File: config.mk
export PLATFORM = sky130hd
export DESIGN_NAME = byte_ring_buffer_unit_flat
export DESIGN_NICKNAME = d
export VERILOG_FILES = /design/src/sv/brb_pkg.sv /design/src/sv/brb_in_if.sv /design/src/sv/brb_out_if.sv /design/src/sv/byte_ring_buffer_unit.sv /design/src/sv/brb_ram.sv /design/src/sv/brb_front.sv /design/src/sv/brb_cmd_queue.sv /design/src/sv/brb_back.sv /design/src/flat_wrapper.sv
export SDC_FILE = /design/constraint.sdc
export NUM_CORES = 2
export LEC_CHECK = 0
export BUFFER_PORTS_ARGS = -buffer_cell sky130_fd_sc_hd__buf_2
export CORE_MARGIN = 5
export CORE_UTILIZATION = 45
export DETAILED_ROUTE_END_ITERATION = 7
export SETUP_SLACK_MARGIN = 0.15
export SYNTH_ARGS = -nofsm -noshare
export SYNTH_HDL_FRONTEND = slang
export SYNTH_SLANG_ARGS = --single-unit
export TNS_END_PERCENT = 1
File: constraint.sdc
create_clock -name clk -period 15.6 [get_ports clk]
set_input_delay 0.78 -clock clk [delete_from_list [all_inputs] [get_ports clk]]
set_output_delay 0.78 -clock clk [all_outputs]
set_load 0.1 [all_outputs]
File: src/sv/brb_pkg.sv
// shared constants, types and helper functions for the byte ring buffer
package brb_pkg;

  localparam int DEPTH   = 256;
  localparam int MAX_RUN = 64;
  localparam int AW      = $clog2(DEPTH);
  localparam int SW      = 9;
  localparam int LEN_W   = 7;
  localparam int FILL_W  = 8;
  localparam int DATA_W  = 8;

  typedef enum logic [1:0] {
    OP_APPEND = 2'd0,
    OP_PEEK   = 2'd1,
    OP_POP    = 2'd2,
    OP_NONE   = 2'd3
  } op_t;

  typedef struct packed {
    op_t               op;
    logic [DATA_W-1:0] data;
    logic [LEN_W-1:0]  len;
  } cmd_t;

  typedef struct packed {
    logic [FILL_W-1:0] fill;
    logic              empty;
    logic              full;
  } status_t;

  typedef struct packed {
    logic [DATA_W-1:0] data_out;
    logic              accepted;
    logic [LEN_W-1:0]  moved_count;
    logic              last;
    status_t           st;
  } res_t;

  typedef struct packed {
    logic use_ram;
    res_t res;
  } pend_t;

  function automatic logic [SW-1:0] clamp_size(logic [SW-1:0] v);
    logic [SW-1:0] r;
    if (v < SW'(2)) r = SW'(2);
    else if (v > SW'(DEPTH)) r = SW'(DEPTH);
    else r = v;
    return r;
  endfunction

  function automatic logic [AW-1:0] pos_inc(logic [AW-1:0] p, logic [SW-1:0] s);
    logic [SW-1:0] t;
    t = SW'(p) + SW'(1);
    return (t == s) ? '0 : t[AW-1:0];
  endfunction

  function automatic logic [AW-1:0] pos_add(logic [AW-1:0] p, logic [LEN_W-1:0] n,
                                            logic [SW-1:0] s);
    logic [SW:0] t;
    t = (SW+1)'(p) + (SW+1)'(n);
    if (t >= (SW+1)'(s)) t = t - (SW+1)'(s);
    return t[AW-1:0];
  endfunction

  function automatic logic [SW-1:0] fill_of(logic [AW-1:0] rp, logic [AW-1:0] wp,
                                            logic [SW-1:0] s);
    logic [SW-1:0] f;
    if (wp >= rp) f = SW'(wp) - SW'(rp);
    else f = SW'(wp) + s - SW'(rp);
    return f;
  endfunction

  function automatic status_t status_of(logic [AW-1:0] rp, logic [AW-1:0] wp,
                                        logic [SW-1:0] s);
    status_t       st;
    logic [SW-1:0] f;
    f = fill_of(rp, wp, s);
    st.fill  = (f > SW'({FILL_W{1'b1}})) ? {FILL_W{1'b1}} : f[FILL_W-1:0];
    st.empty = (rp == wp);
    st.full  = (pos_inc(wp, s) == rp);
    return st;
  endfunction

endpackage

File: src/sv/brb_in_if.sv
// item channel: valid, ready and the request fields
interface brb_in_if;
  import brb_pkg::*;
  logic              valid;
  logic              ready;
  logic [1:0]        op;
  logic [DATA_W-1:0] data_in;
  logic [LEN_W-1:0]  req_len;

  modport source (output valid, output op, output data_in, output req_len, input ready);
  modport sink   (input valid, input op, input data_in, input req_len, output ready);
endinterface

File: src/sv/brb_out_if.sv
// result channel: valid, ready and the result fields
interface brb_out_if;
  import brb_pkg::*;
  logic              valid;
  logic              ready;
  logic [DATA_W-1:0] data_out;
  logic              accepted;
  logic [LEN_W-1:0]  moved_count;
  logic              last;
  logic [FILL_W-1:0] fill_level;
  logic              is_empty;
  logic              is_full;

  modport source (output valid, output data_out, output accepted, output moved_count,
                  output last, output fill_level, output is_empty, output is_full,
                  input ready);
  modport sink   (input valid, input data_out, input accepted, input moved_count,
                  input last, input fill_level, input is_empty, input is_full,
                  output ready);
endinterface

File: src/sv/byte_ring_buffer_unit.sv
// top level of the byte ring buffer: front, command queue and back
//
// channel   | dir | handshake     | word
// items     | in  | valid/ready   | op, data_in, req_len
// results   | out | valid/ready   | data_out, accepted, moved_count, last, status
// cfg       | in  | cfg_wr_en     | cfg_wr_data, slots in use
//
// append and status-only words give a single result word each
// a peek or pop run of n bytes gives n words, one store read per cycle unless stalled
// a result passes the command queue, the pending register and the result queue
// rst clears pointers, queues and sets 256 slots in use; store is not cleared
// a stalled result side fills the two entry result queue, then the sequencer and
// then the command queue hold, and items is back-pressured
module byte_ring_buffer_unit (
  input  logic                   clk,
  input  logic                   rst,
  input  logic                   cfg_wr_en,
  input  logic [brb_pkg::SW-1:0] cfg_wr_data,
  brb_in_if.sink                 items,
  brb_out_if.source              results
);
  import brb_pkg::*;

  logic cq_push, cq_full, cq_pop, cq_valid;
  cmd_t cq_in, cq_head;

  brb_front u_front (
    .items   (items),
    .cq_full (cq_full),
    .cq_push (cq_push),
    .cq_cmd  (cq_in)
  );

  brb_cmd_queue u_cmd_queue (
    .clk      (clk),
    .rst      (rst),
    .push     (cq_push),
    .push_cmd (cq_in),
    .full     (cq_full),
    .pop      (cq_pop),
    .valid    (cq_valid),
    .head     (cq_head)
  );

  brb_back u_back (
    .clk         (clk),
    .rst         (rst),
    .cfg_wr_en   (cfg_wr_en),
    .cfg_wr_data (cfg_wr_data),
    .cq_valid    (cq_valid),
    .cq_cmd      (cq_head),
    .cq_pop      (cq_pop),
    .results     (results)
  );

endmodule

File: src/sv/brb_ram.sv
// generic single write port ram with registered read
module brb_ram #(
  parameter int WIDTH = 8,
  parameter int DEPTH = 256
) (
  input  logic                     clk,
  input  logic                     we,
  input  logic [$clog2(DEPTH)-1:0] waddr,
  input  logic [WIDTH-1:0]         wdata,
  input  logic                     re,
  input  logic [$clog2(DEPTH)-1:0] raddr,
  output logic [WIDTH-1:0]         rdata
);

  logic [WIDTH-1:0] mem [DEPTH];

  always_ff @(posedge clk) begin
    if (we) begin
      mem[waddr] <= wdata;
    end
    if (re) begin
      rdata <= mem[raddr];
    end
  end

endmodule

File: src/sv/brb_front.sv
// front end: takes items, decodes the op and clips the run length
module brb_front (
  brb_in_if.sink        items,
  input  logic          cq_full,
  output logic          cq_push,
  output brb_pkg::cmd_t cq_cmd
);
  import brb_pkg::*;

  assign items.ready = !cq_full;
  assign cq_push     = items.valid && !cq_full;

  always_comb begin
    cq_cmd.op   = op_t'(items.op);
    cq_cmd.data = items.data_in;
    cq_cmd.len  = (items.req_len > LEN_W'(MAX_RUN)) ? LEN_W'(MAX_RUN) : items.req_len;
  end

endmodule

File: src/sv/brb_cmd_queue.sv
// two entry command queue between front and back
module brb_cmd_queue (
  input  logic          clk,
  input  logic          rst,
  input  logic          push,
  input  brb_pkg::cmd_t push_cmd,
  output logic          full,
  input  logic          pop,
  output logic          valid,
  output brb_pkg::cmd_t head
);
  import brb_pkg::*;

  cmd_t       q [2];
  logic       wr_ptr;
  logic       rd_ptr;
  logic [1:0] cnt;

  assign full  = (cnt == 2'd2);
  assign valid = (cnt != 2'd0);
  assign head  = q[rd_ptr];

  always_ff @(posedge clk) begin
    if (push) begin
      q[wr_ptr] <= push_cmd;
    end
    if (rst) begin
      wr_ptr <= 1'b0;
      rd_ptr <= 1'b0;
      cnt    <= 2'd0;
    end else begin
      if (push) wr_ptr <= !wr_ptr;
      if (pop) rd_ptr <= !rd_ptr;
      cnt <= cnt + 2'(push) - 2'(pop);
    end
  end

  always @(posedge clk) begin
    assert property (disable iff (rst) (pop |-> cnt != 2'd0))
      else $error("command queue popped while empty");
  end

endmodule

File: src/sv/brb_back.sv
// back end: ring pointers, byte store, run sequencer and result queue
module brb_back (
  input  logic                  clk,
  input  logic                  rst,
  input  logic                  cfg_wr_en,
  input  logic [brb_pkg::SW-1:0] cfg_wr_data,
  input  logic                  cq_valid,
  input  brb_pkg::cmd_t         cq_cmd,
  output logic                  cq_pop,
  brb_out_if.source             results
);
  import brb_pkg::*;

  typedef enum logic {S_IDLE, S_RUN} state_t;

  state_t            state, state_next;
  logic [SW-1:0]     size_q;
  logic [AW-1:0]     rp, rp_next, wp, wp_next;
  logic [AW-1:0]     run_addr, run_addr_next;
  logic [LEN_W-1:0]  run_left, run_left_next;
  logic [LEN_W-1:0]  run_n, run_n_next;
  status_t           run_st, run_st_next;

  logic              pend_vld;
  pend_t             pend, iss;
  logic              issue;

  logic              ram_we, ram_re;
  logic [AW-1:0]     ram_waddr, ram_raddr;
  logic [DATA_W-1:0] ram_wdata, ram_rdata;

  res_t              out_q [2];
  logic              out_wr, out_rd;
  logic [1:0]        out_cnt;
  logic              out_pop;
  res_t              land;
  logic [2:0]        credit;
  logic              can_issue;

  logic [SW-1:0]     cur_fill;
  logic              cur_full;
  logic [LEN_W-1:0]  n;
  logic [AW-1:0]     rp_after;
  status_t           st_after;

  brb_ram #(.WIDTH(DATA_W), .DEPTH(DEPTH)) u_store (
    .clk   (clk),
    .we    (ram_we),
    .waddr (ram_waddr),
    .wdata (ram_wdata),
    .re    (ram_re),
    .raddr (ram_raddr),
    .rdata (ram_rdata)
  );

  assign out_pop   = results.valid && results.ready;
  assign credit    = 3'(out_cnt) + 3'(pend_vld) - 3'(out_pop);
  assign can_issue = (credit <= 3'd1);

  assign cur_fill = fill_of(rp, wp, size_q);
  assign cur_full = (pos_inc(wp, size_q) == rp);
  assign n        = (SW'(cq_cmd.len) > cur_fill) ? cur_fill[LEN_W-1:0] : cq_cmd.len;
  assign rp_after = (cq_cmd.op == OP_POP) ? pos_add(rp, n, size_q) : rp;
  assign st_after = status_of(rp_after, wp, size_q);

  always_comb begin
    state_next    = state;
    rp_next       = rp;
    wp_next       = wp;
    run_addr_next = run_addr;
    run_left_next = run_left;
    run_n_next    = run_n;
    run_st_next   = run_st;
    cq_pop        = 1'b0;
    issue         = 1'b0;
    iss           = '0;
    ram_we        = 1'b0;
    ram_waddr     = wp;
    ram_wdata     = cq_cmd.data;
    ram_re        = 1'b0;
    ram_raddr     = rp;
    unique case (state)
      S_IDLE: begin
        if (cq_valid && can_issue) begin
          cq_pop       = 1'b1;
          issue        = 1'b1;
          iss.res.last = 1'b1;
          iss.res.st   = status_of(rp, wp, size_q);
          unique case (cq_cmd.op)
            OP_APPEND: begin
              if (!cur_full) begin
                ram_we           = 1'b1;
                wp_next          = pos_inc(wp, size_q);
                iss.res.accepted = 1'b1;
                iss.res.st       = status_of(rp, pos_inc(wp, size_q), size_q);
              end
            end
            OP_PEEK, OP_POP: begin
              if (n != '0) begin
                rp_next             = rp_after;
                ram_re              = 1'b1;
                iss.use_ram         = 1'b1;
                iss.res.moved_count = n;
                iss.res.last        = (n == LEN_W'(1));
                iss.res.st          = st_after;
                if (n != LEN_W'(1)) begin
                  state_next    = S_RUN;
                  run_addr_next = pos_inc(rp, size_q);
                  run_left_next = n - LEN_W'(1);
                  run_n_next    = n;
                  run_st_next   = st_after;
                end
              end
            end
            OP_NONE: begin
            end
            default: begin
            end
          endcase
        end
      end
      S_RUN: begin
        if (can_issue) begin
          issue               = 1'b1;
          ram_re              = 1'b1;
          ram_raddr           = run_addr;
          iss.use_ram         = 1'b1;
          iss.res.moved_count = run_n;
          iss.res.last        = (run_left == LEN_W'(1));
          iss.res.st          = run_st;
          run_addr_next       = pos_inc(run_addr, size_q);
          run_left_next       = run_left - LEN_W'(1);
          if (run_left == LEN_W'(1)) state_next = S_IDLE;
        end
      end
      default: state_next = S_IDLE;
    endcase
  end

  always_comb begin
    land          = pend.res;
    land.data_out = pend.use_ram ? ram_rdata : '0;
  end

  always_ff @(posedge clk) begin
    if (issue) pend <= iss;
    if (pend_vld) out_q[out_wr] <= land;
    run_addr <= run_addr_next;
    run_left <= run_left_next;
    run_n    <= run_n_next;
    run_st   <= run_st_next;
    if (rst) begin
      state    <= S_IDLE;
      size_q   <= SW'(DEPTH);
      rp       <= '0;
      wp       <= '0;
      pend_vld <= 1'b0;
      out_wr   <= 1'b0;
      out_rd   <= 1'b0;
      out_cnt  <= 2'd0;
    end else begin
      state    <= state_next;
      pend_vld <= issue;
      if (pend_vld) out_wr <= !out_wr;
      if (out_pop) out_rd <= !out_rd;
      out_cnt <= out_cnt + 2'(pend_vld) - 2'(out_pop);
      if (cfg_wr_en) begin
        size_q <= clamp_size(cfg_wr_data);
        rp     <= '0;
        wp     <= '0;
      end else begin
        rp <= rp_next;
        wp <= wp_next;
      end
    end
  end

  assign results.valid       = (out_cnt != 2'd0);
  assign results.data_out    = out_q[out_rd].data_out;
  assign results.accepted    = out_q[out_rd].accepted;
  assign results.moved_count = out_q[out_rd].moved_count;
  assign results.last        = out_q[out_rd].last;
  assign results.fill_level  = out_q[out_rd].st.fill;
  assign results.is_empty    = out_q[out_rd].st.empty;
  assign results.is_full     = out_q[out_rd].st.full;

  always @(posedge clk) begin
    assert property (disable iff (rst) (pend_vld |-> (out_cnt != 2'd2 || out_pop)))
      else $error("result queue overflow");
    assert property (disable iff (rst) (out_cnt <= 2'd2))
      else $error("result queue count out of range");
    assert property (disable iff (rst) (SW'(rp) < size_q && SW'(wp) < size_q))
      else $error("ring pointer beyond size in use");
    assert property (disable iff (rst) (state == S_RUN |-> run_left != '0))
      else $error("run active with nothing left");
  end

endmodule

File: src/flat_wrapper.sv
// flat-port wrapper written by rule: the top's interface ports become plain ports
module byte_ring_buffer_unit_flat import brb_pkg::*;
  (clk, rst, cfg_wr_en, cfg_wr_data, items_valid, items_op, items_data_in, items_req_len, items_ready, results_valid, results_data_out, results_accepted, results_moved_count, results_last, results_fill_level, results_is_empty, results_is_full, results_ready);
  brb_in_if items_i ();
  brb_out_if results_i ();
  input  logic clk;
  input  logic rst;
  input  logic cfg_wr_en;
  input  logic [brb_pkg::SW-1:0] cfg_wr_data;
  input wire logic [$bits(items_i.valid)-1:0] items_valid;
  input wire logic [$bits(items_i.op)-1:0] items_op;
  input wire logic [$bits(items_i.data_in)-1:0] items_data_in;
  input wire logic [$bits(items_i.req_len)-1:0] items_req_len;
  output wire logic [$bits(items_i.ready)-1:0] items_ready;
  output wire logic [$bits(results_i.valid)-1:0] results_valid;
  output wire logic [$bits(results_i.data_out)-1:0] results_data_out;
  output wire logic [$bits(results_i.accepted)-1:0] results_accepted;
  output wire logic [$bits(results_i.moved_count)-1:0] results_moved_count;
  output wire logic [$bits(results_i.last)-1:0] results_last;
  output wire logic [$bits(results_i.fill_level)-1:0] results_fill_level;
  output wire logic [$bits(results_i.is_empty)-1:0] results_is_empty;
  output wire logic [$bits(results_i.is_full)-1:0] results_is_full;
  input wire logic [$bits(results_i.ready)-1:0] results_ready;
  assign items_i.valid = items_valid;
  assign items_i.op = items_op;
  assign items_i.data_in = items_data_in;
  assign items_i.req_len = items_req_len;
  assign items_ready = items_i.ready;
  assign results_valid = results_i.valid;
  assign results_data_out = results_i.data_out;
  assign results_accepted = results_i.accepted;
  assign results_moved_count = results_i.moved_count;
  assign results_last = results_i.last;
  assign results_fill_level = results_i.fill_level;
  assign results_is_empty = results_i.is_empty;
  assign results_is_full = results_i.is_full;
  assign results_i.ready = results_ready;
  byte_ring_buffer_unit u_core (.clk(clk), .rst(rst), .cfg_wr_en(cfg_wr_en), .cfg_wr_data(cfg_wr_data), .items(items_i), .results(results_i));
endmodule
## Word-level counts from Yosys, hierarchy flattened

Memories as Yosys holds them, arrays and structs flattened. A register that Yosys moved wholly into a read port is not among the register bits.
Cells that the tools add are included.

- Flip-flop bits (word level): 87
- Memory bits (writable): 2136
- Bits of input ports: 31
- Logic and storage cells: 177
- Memories kept: 3

- Add/sub/neg operators: 22
- Order comparisons: 12
- Eq/ne operators: 21
- Muxes and demuxes: 73
- Bitwise logic cells: 3
- Reductions and logical operators: 19

Memories:

| memory | depth | bits a word | read ports | clocked after memory_dff | write ports | RTL line | text |
|---|---|---|---|---|---|---|---|
| u_core.u_back.u_store.mem | 256 | 8 | 1 | 1 | 1 | brb_ram.sv:15 | `logic [WIDTH-1:0] mem [DEPTH];` |
| u_core.u_back.out_q | 2 | 27 | 1 | 1 | 1 | brb_back.sv:32 | `res_t out_q [2];` |
| u_core.u_cmd_queue.q | 2 | 17 | 1 | 1 | 1 | brb_cmd_queue.sv:14 | `cmd_t q [2];` |

Operators by type and width:

| cell | number |
|---|---|
| 8-bit two-way mux | 18 |
| 9-bit two-way mux | 11 |
| 18-bit two-way mux | 3 |
| 7-bit two-way mux | 7 |
| 8-bit equality test | 6 |
| 8-bit by 1-bit adder with 9-bit output, second input constant | 4 |
| 9-bit equality test | 4 |
| 18-bit case mux with 2 select lines | 1 |
| 9-bit by 8-bit greater-than comparator with 1-bit output, second input constant | 3 |
| 8-bit by 8-bit subtractor with 9-bit output | 3 |
| 9-bit by 8-bit subtractor with 9-bit output | 3 |
| 1-bit two-way mux | 26 |
| 8-bit greater-or-equal comparator | 3 |
| 10-bit case mux with 2 select lines | 1 |
| 8-bit by 9-bit adder with 9-bit output | 2 |
| 8-bit case mux with 2 select lines | 1 |
| 7-bit by 1-bit equality test with 1-bit output, second input constant | 2 |
| 7-bit case mux with 2 select lines | 1 |
| 7-bit by 1-bit subtractor with 7-bit output, second input constant | 2 |
| 10-bit two-way mux | 1 |
| 5-bit AND reduction | 2 |
| 8-bit by 7-bit adder with 9-bit output | 1 |
| 9-bit greater-or-equal comparator | 1 |
| 7-bit by 9-bit greater-than comparator with 1-bit output | 1 |
| other kinds (23) | 43 |

## Logic depth before layout (Yosys ltp)

- Depth in word-level cells: 17
- Mapped depth: 48
- Depth with buffers taken out: 46

## Modules after synthesis

From an unflattened synthesis, not the netlist that was laid out.

- Cell total of the unflattened synthesis: 5142
- Area total of the unflattened synthesis: 93274.5 µm²

Modules (own cells, without submodules):

| module | times used | cells an instance | area an instance (µm²) | sequential area each (µm²) |
|---|---|---|---|---|
| brb_ram | 1 | 3733 | 79636.4 | 61739.2 |
| brb_back | 1 | 1316 | 12011.5 | 3823.7 |
| brb_cmd_queue | 1 | 74 | 1500.2 | 1121.1 |
| brb_front | 1 | 19 | 126.4 | 0.0 |

## Worst setup path after synthesis

Ideal clock, no wire load.

- Kind: reg-to-reg
- Start: register u_core.u_back.size_q[1]
- End: register u_core.u_back.pend, in the netlist u_core.u_back.land[6] (data pin)
- Library setup time: 0.261 ns
- Arrival time: 8.836 ns
- Required time: 15.339 ns
- Slack: 6.504 ns
- Stages on the path, launching flop included: 44
- Path buffers: 3
- Period minus slack after synthesis: 9.096 ns
- Cell sequence: dfxtp_1 > clkbuf_1 > inv_1 > fa_1 > xor2_1 > inv_1 > ha_1 > o21a_1 > o31a_1 > nor2_1 > xnor2_1 > mux2i_1 > ha_1 > o21ai_0 > a21oi_1 > o21a_1 > o22ai_1 > nor2_4 > [8 not listed] > ha_1 > and4_1 > nand4_1 > a31o_1 > buf_6 > nand2_1 > o21ai_0 > mux2i_1 > ha_1 > o21ai_0 > nand2b_1 > a31oi_1 > o31ai_2 > a211oi_4 > buf_6 > mux2i_1 > nand3_1 > a221o_1

RTL lines:

| item | RTL line | text |
|---|---|---|
| from (decl) | brb_back.sv:17 | `logic [SW-1:0] size_q;` |
| from (signal assigned) | brb_back.sv:154 | `size_q <= SW'(DEPTH);` |
| from (signal assigned) | brb_back.sv:168 | `size_q <= clamp_size(cfg_wr_data);` |
| to (signal assigned) | brb_back.sv:146 | `if (issue) pend <= iss;` |
| to (decl) | brb_back.sv:25 | `pend_t pend, iss;` |

==> flow_metrics.py <==
metrics = {
    "run_status": {
        "status": "finished, final reports clean",
    },
    "yosys": {
        "yosys-top-cells-count": "edfxtp_1, nand2_1, mux4_2, nor2_1, clkbuf_1",
        "synth_top_flop_cell": "edfxtp_1",
        "synth_edf_count": 2196,
        "synth_area_sq_mm": 0.0935,
        "yosys_register_bits": 2233,
        "yosys.area.top_type": "edfxtp_1",
        "synthTopCellsByArea": "edfxtp_1, mux4_2, nand2_1, nor2_1, mux2i_1",
        "synthCells": 5300,
        "synth_seq_area_share_pct": 71.3,
        "yosysWarnings": 0,
        "ys_async_sr_fraction_pct": 0,
        "syn_nets": 5442,
        "syn_avg_cell_area_sq_um": 17.6,
        "synth_top_area_share_pct": 70.6,
        "yosysMostFrequentCell": "edfxtp_1",
        "ys_types": 100,
    },
    "power": {
        "vdd_drop_max_mv": 0.182,
        "p_total_mw": 18.7,
        "swShare_pct": 34.4,
        "internal-power_mw": 12.2,
        "power_density_mw_per_mm2": 180,
        "p_leak_nw": 34.0,
        "p_sw_mw": 6.42,
        "combPwrFrac_pct": 33.1,
        "seq_power_share_pct": 39.4,
        "power.share.clock_pct": 27.5,
    },
    "placement": {
        "gp_congestion": 0.904,
        "place_ws_ns": 4.29,
        "portBuffers": 59,
        "dpl.hpwl_mm": 143,
    },
    "routing": {
        "drtIter0Drc": 4912,
        "ant_nets": 0,
        "viasPerCell": 5.95,
        "highest_layer": "met4",
        "wirelength_mm": 236,
        "wl_per_cell_um": 28.5,
        "met1_length_mm": 99.6,
        "vias": 49100,
        "firstDrtPassIters": 6,
        "route.met3.wl_mm": 15.8,
        "met2_length_mm": 114,
        "drc": 0,
    },
    "sta": {
        "finalSetupTns_ns": 0,
        "worst_pin_slew_ns": 1.40,
        "timing.final.hold_violations": 0,
        "relSlewSlack_pct": 6.95,
        "finalClockSkew_ns": 0.0474,
        "slew_viol_final": 0,
        "finalCriticalPeriod_ns": 11.57,
        "setup_violations": 0,
        "setup_slack_ns": 4.03,
        "rsz0062_at_grt": "no",
        "fmax_mhz": 86.4,
        "fin_crit_sh_pct": 74.2,
    },
    "die": {
        "core_area_sq_mm": 0.207,
        "die_w_um": 466,
        "pin_count": 60,
        "placementRows": 167,
        "start_util_pct": 45.2,
        "die_h_um": 466,
        "dieArea_sq_mm": 0.217,
    },
    "clock_tree": {
        "cts_max_level": 4,
        "ctsRootBufferMaster": "clkbuf_16",
        "clk_pin_slew_ns": 0.06,
        "cts_buffers": 220,
        "cts_setup_buffers": 0,
        "clockBufferDepth": 3,
        "ctsHoldBuffers": 0,
        "clock-sinks": 2233,
        "clk_latency_ns": 0.87,
        "cts_tree": "built",
        "ctsResizeCount": 0,
    },
    "grt": {
        "antenna_found_initial": 5,
        "grt_pass1_vias": 49700,
        "grt_first_pass_wirelength_mm": 345,
        "grt_usage_pct": 21.5,
        "grt_max_degree": 147,
        "grt_overflow": 0,
    },
    "min_path": {
        "min_path_type": "in2reg",
    },
    "final_layout": {
        "finalNetCount": 5517,
        "fill_cells": 16900,
        "drive_gt1_share_pct": 18.8,
        "post-route-util_pct": 50.2,
        "area_growth_syn_to_layout_pct": 11.0,
    },
    "setup_path": {
        "crit_fanout": 17,
        "slowest_stage": "dfxtp_1",
        "cp_common_cell": "ha_1",
        "cp_slowest_stage_delay_ns": 0.71,
        "critical_path_class": "reg2reg",
        "crit_path_start_kind": "flip-flop",
        "cp.arrival_ns": 12.13,
        "cp-end-kind": "flip-flop",
        "cp_data_required_time_ns": 16.16,
    },
    "run": {
        "cap_violations": 0,
    },
}
## cell families (layout without fill, tap and decap cells)
| family | Yosys count | after routing | synth area share (%) |
|---|---|---|---|
| DFF | 2233 | 2233 | 71.3 |
| buffers and inverters | 394 | 648 | 1.85 |
| other | 0 | 5 | 0 |
| xor gates and xnor gates | 133 | 133 | 1.36 |
| AOI/OAI and AO/OA | 525 | 525 | 3.89 |
| adders and majority gates | 112 | 112 | 1.63 |
| and+or+nand+nor | 1228 | 1228 | 5.76 |
| muxes | 675 | 675 | 14.2 |
## worst max-delay path, delay by kind of cell (launching register included)
family	cells	cell delay, ns
mux	4	1.87
flops	1	0.71
simple gates	9	1.69
fa+ha+maj	7	2.65
buf+inv	3	0.49
compound gates	14	3.01
xor+xnor	3	0.85
## layer usage
layer  up-vias  track usage (%)
li1      21200                -
met4         0             6.42
met1     25800             30.5
met3       386             3.59
met2      1765             34.7
met5         -                0
## metrics by stage
stage                     hold WS (ns)  instances  area [sq um]
final                            0.135       8263        104000
after global routing            0.0831       8260        104000
after detailed placement         0.431       7857         96900
after floorplan                  0.421       5300         93500
after CTS                       0.0571       8258        104000
after global placement           0.429       7857         96900
## layout make-up
class | instances | area [sq um] | area share [%]
diodes | 5 | 12.5 | 0.0121
clock buffers | 277 | 5740 | 5.53
clock inverters | 124 | 1180 | 1.14
inverters | 102 | 383 | 0.369
multi-input cells | 2673 | 25300 | 24.4
flip-flops and latches | 2233 | 66700 | 64.3
well taps | 2704 | 3380 | 3.26
repair buffers | 145 | 1070 | 1.03
## final timing paths
kind              slack (ns)                     endpoint                       start  cells past startpoint
hold reg to reg         0.44    u_core.u_back.out_q[1][4]       u_core.u_back.land[4]                      0
setup reg to reg        4.03        u_core.u_back.land[5]  u_core.u_back.ram_waddr[1]                     40
setup / recovery        4.03        u_core.u_back.land[5]  u_core.u_back.ram_waddr[1]                     40
hold / removal          0.13  u_core.u_cmd_queue.q[1][14]            items_data_in[7]                      1
## sequential cells by signal, indices dropped and copies added (netlist names), named ones only
name / cells
u_core.u_cmd_queue.q: 34
u_core.u_back.run_addr: 8
u_core.u_back.run_n: 7
u_core.u_back.rp: 8
u_core.u_back.land: 19
u_core.u_back.run_left: 7
u_core.u_back.out_wr: 1
u_core.u_back.run_st: 10
u_core.u_cmd_queue.rd_ptr: 1
u_core.u_back.u_store.rdata: 8
u_core.u_back.state: 1
u_core.u_back.pend_vld: 1
u_core.u_back.out_rd: 1
u_core.u_back.out_q: 54
u_core.u_back.pend: 1
u_core.u_back.out_cnt: 2
u_core.u_back.ram_waddr: 8
u_core.u_cmd_queue.cnt: 2
u_core.u_back.size_q: 9
u_core.u_back.u_store.mem: 2048
u_core.u_cmd_queue.wr_ptr: 1
## power groups by stage
stage	sequential [mW]	clock, mW	combinational, mW
final	7.35	5.14	6.18
after global routing	7.36	5.50	6.59
after CTS	7.35	5.24	6.18
after detailed placement	7.47	0	6.16
after global placement	7.47	0	6.12
after floorplan	7.44	0	4.18
## placed cells by master (no fill, tap or decap), types with 36 or more instances in the layout
cell and instances:
a31oi_1 49, inv_1 99, nor2_1 361, clkinv_1 64, clkbuf_1 56, nand2_1 527
clkbuf_16 221, xor2_1 36, mux2i_1 115, a21oi_1 65, mux4_2 512, buf_4 76
ha_1 94, edfxtp_1 2196, buf_2 59, o21ai_0 116, and2_1 54, nand3_1 106
a211oi_1 39, xnor2_1 89, dfxtp_1 37
No activity file was read; power rests on OpenSTA's default activity.
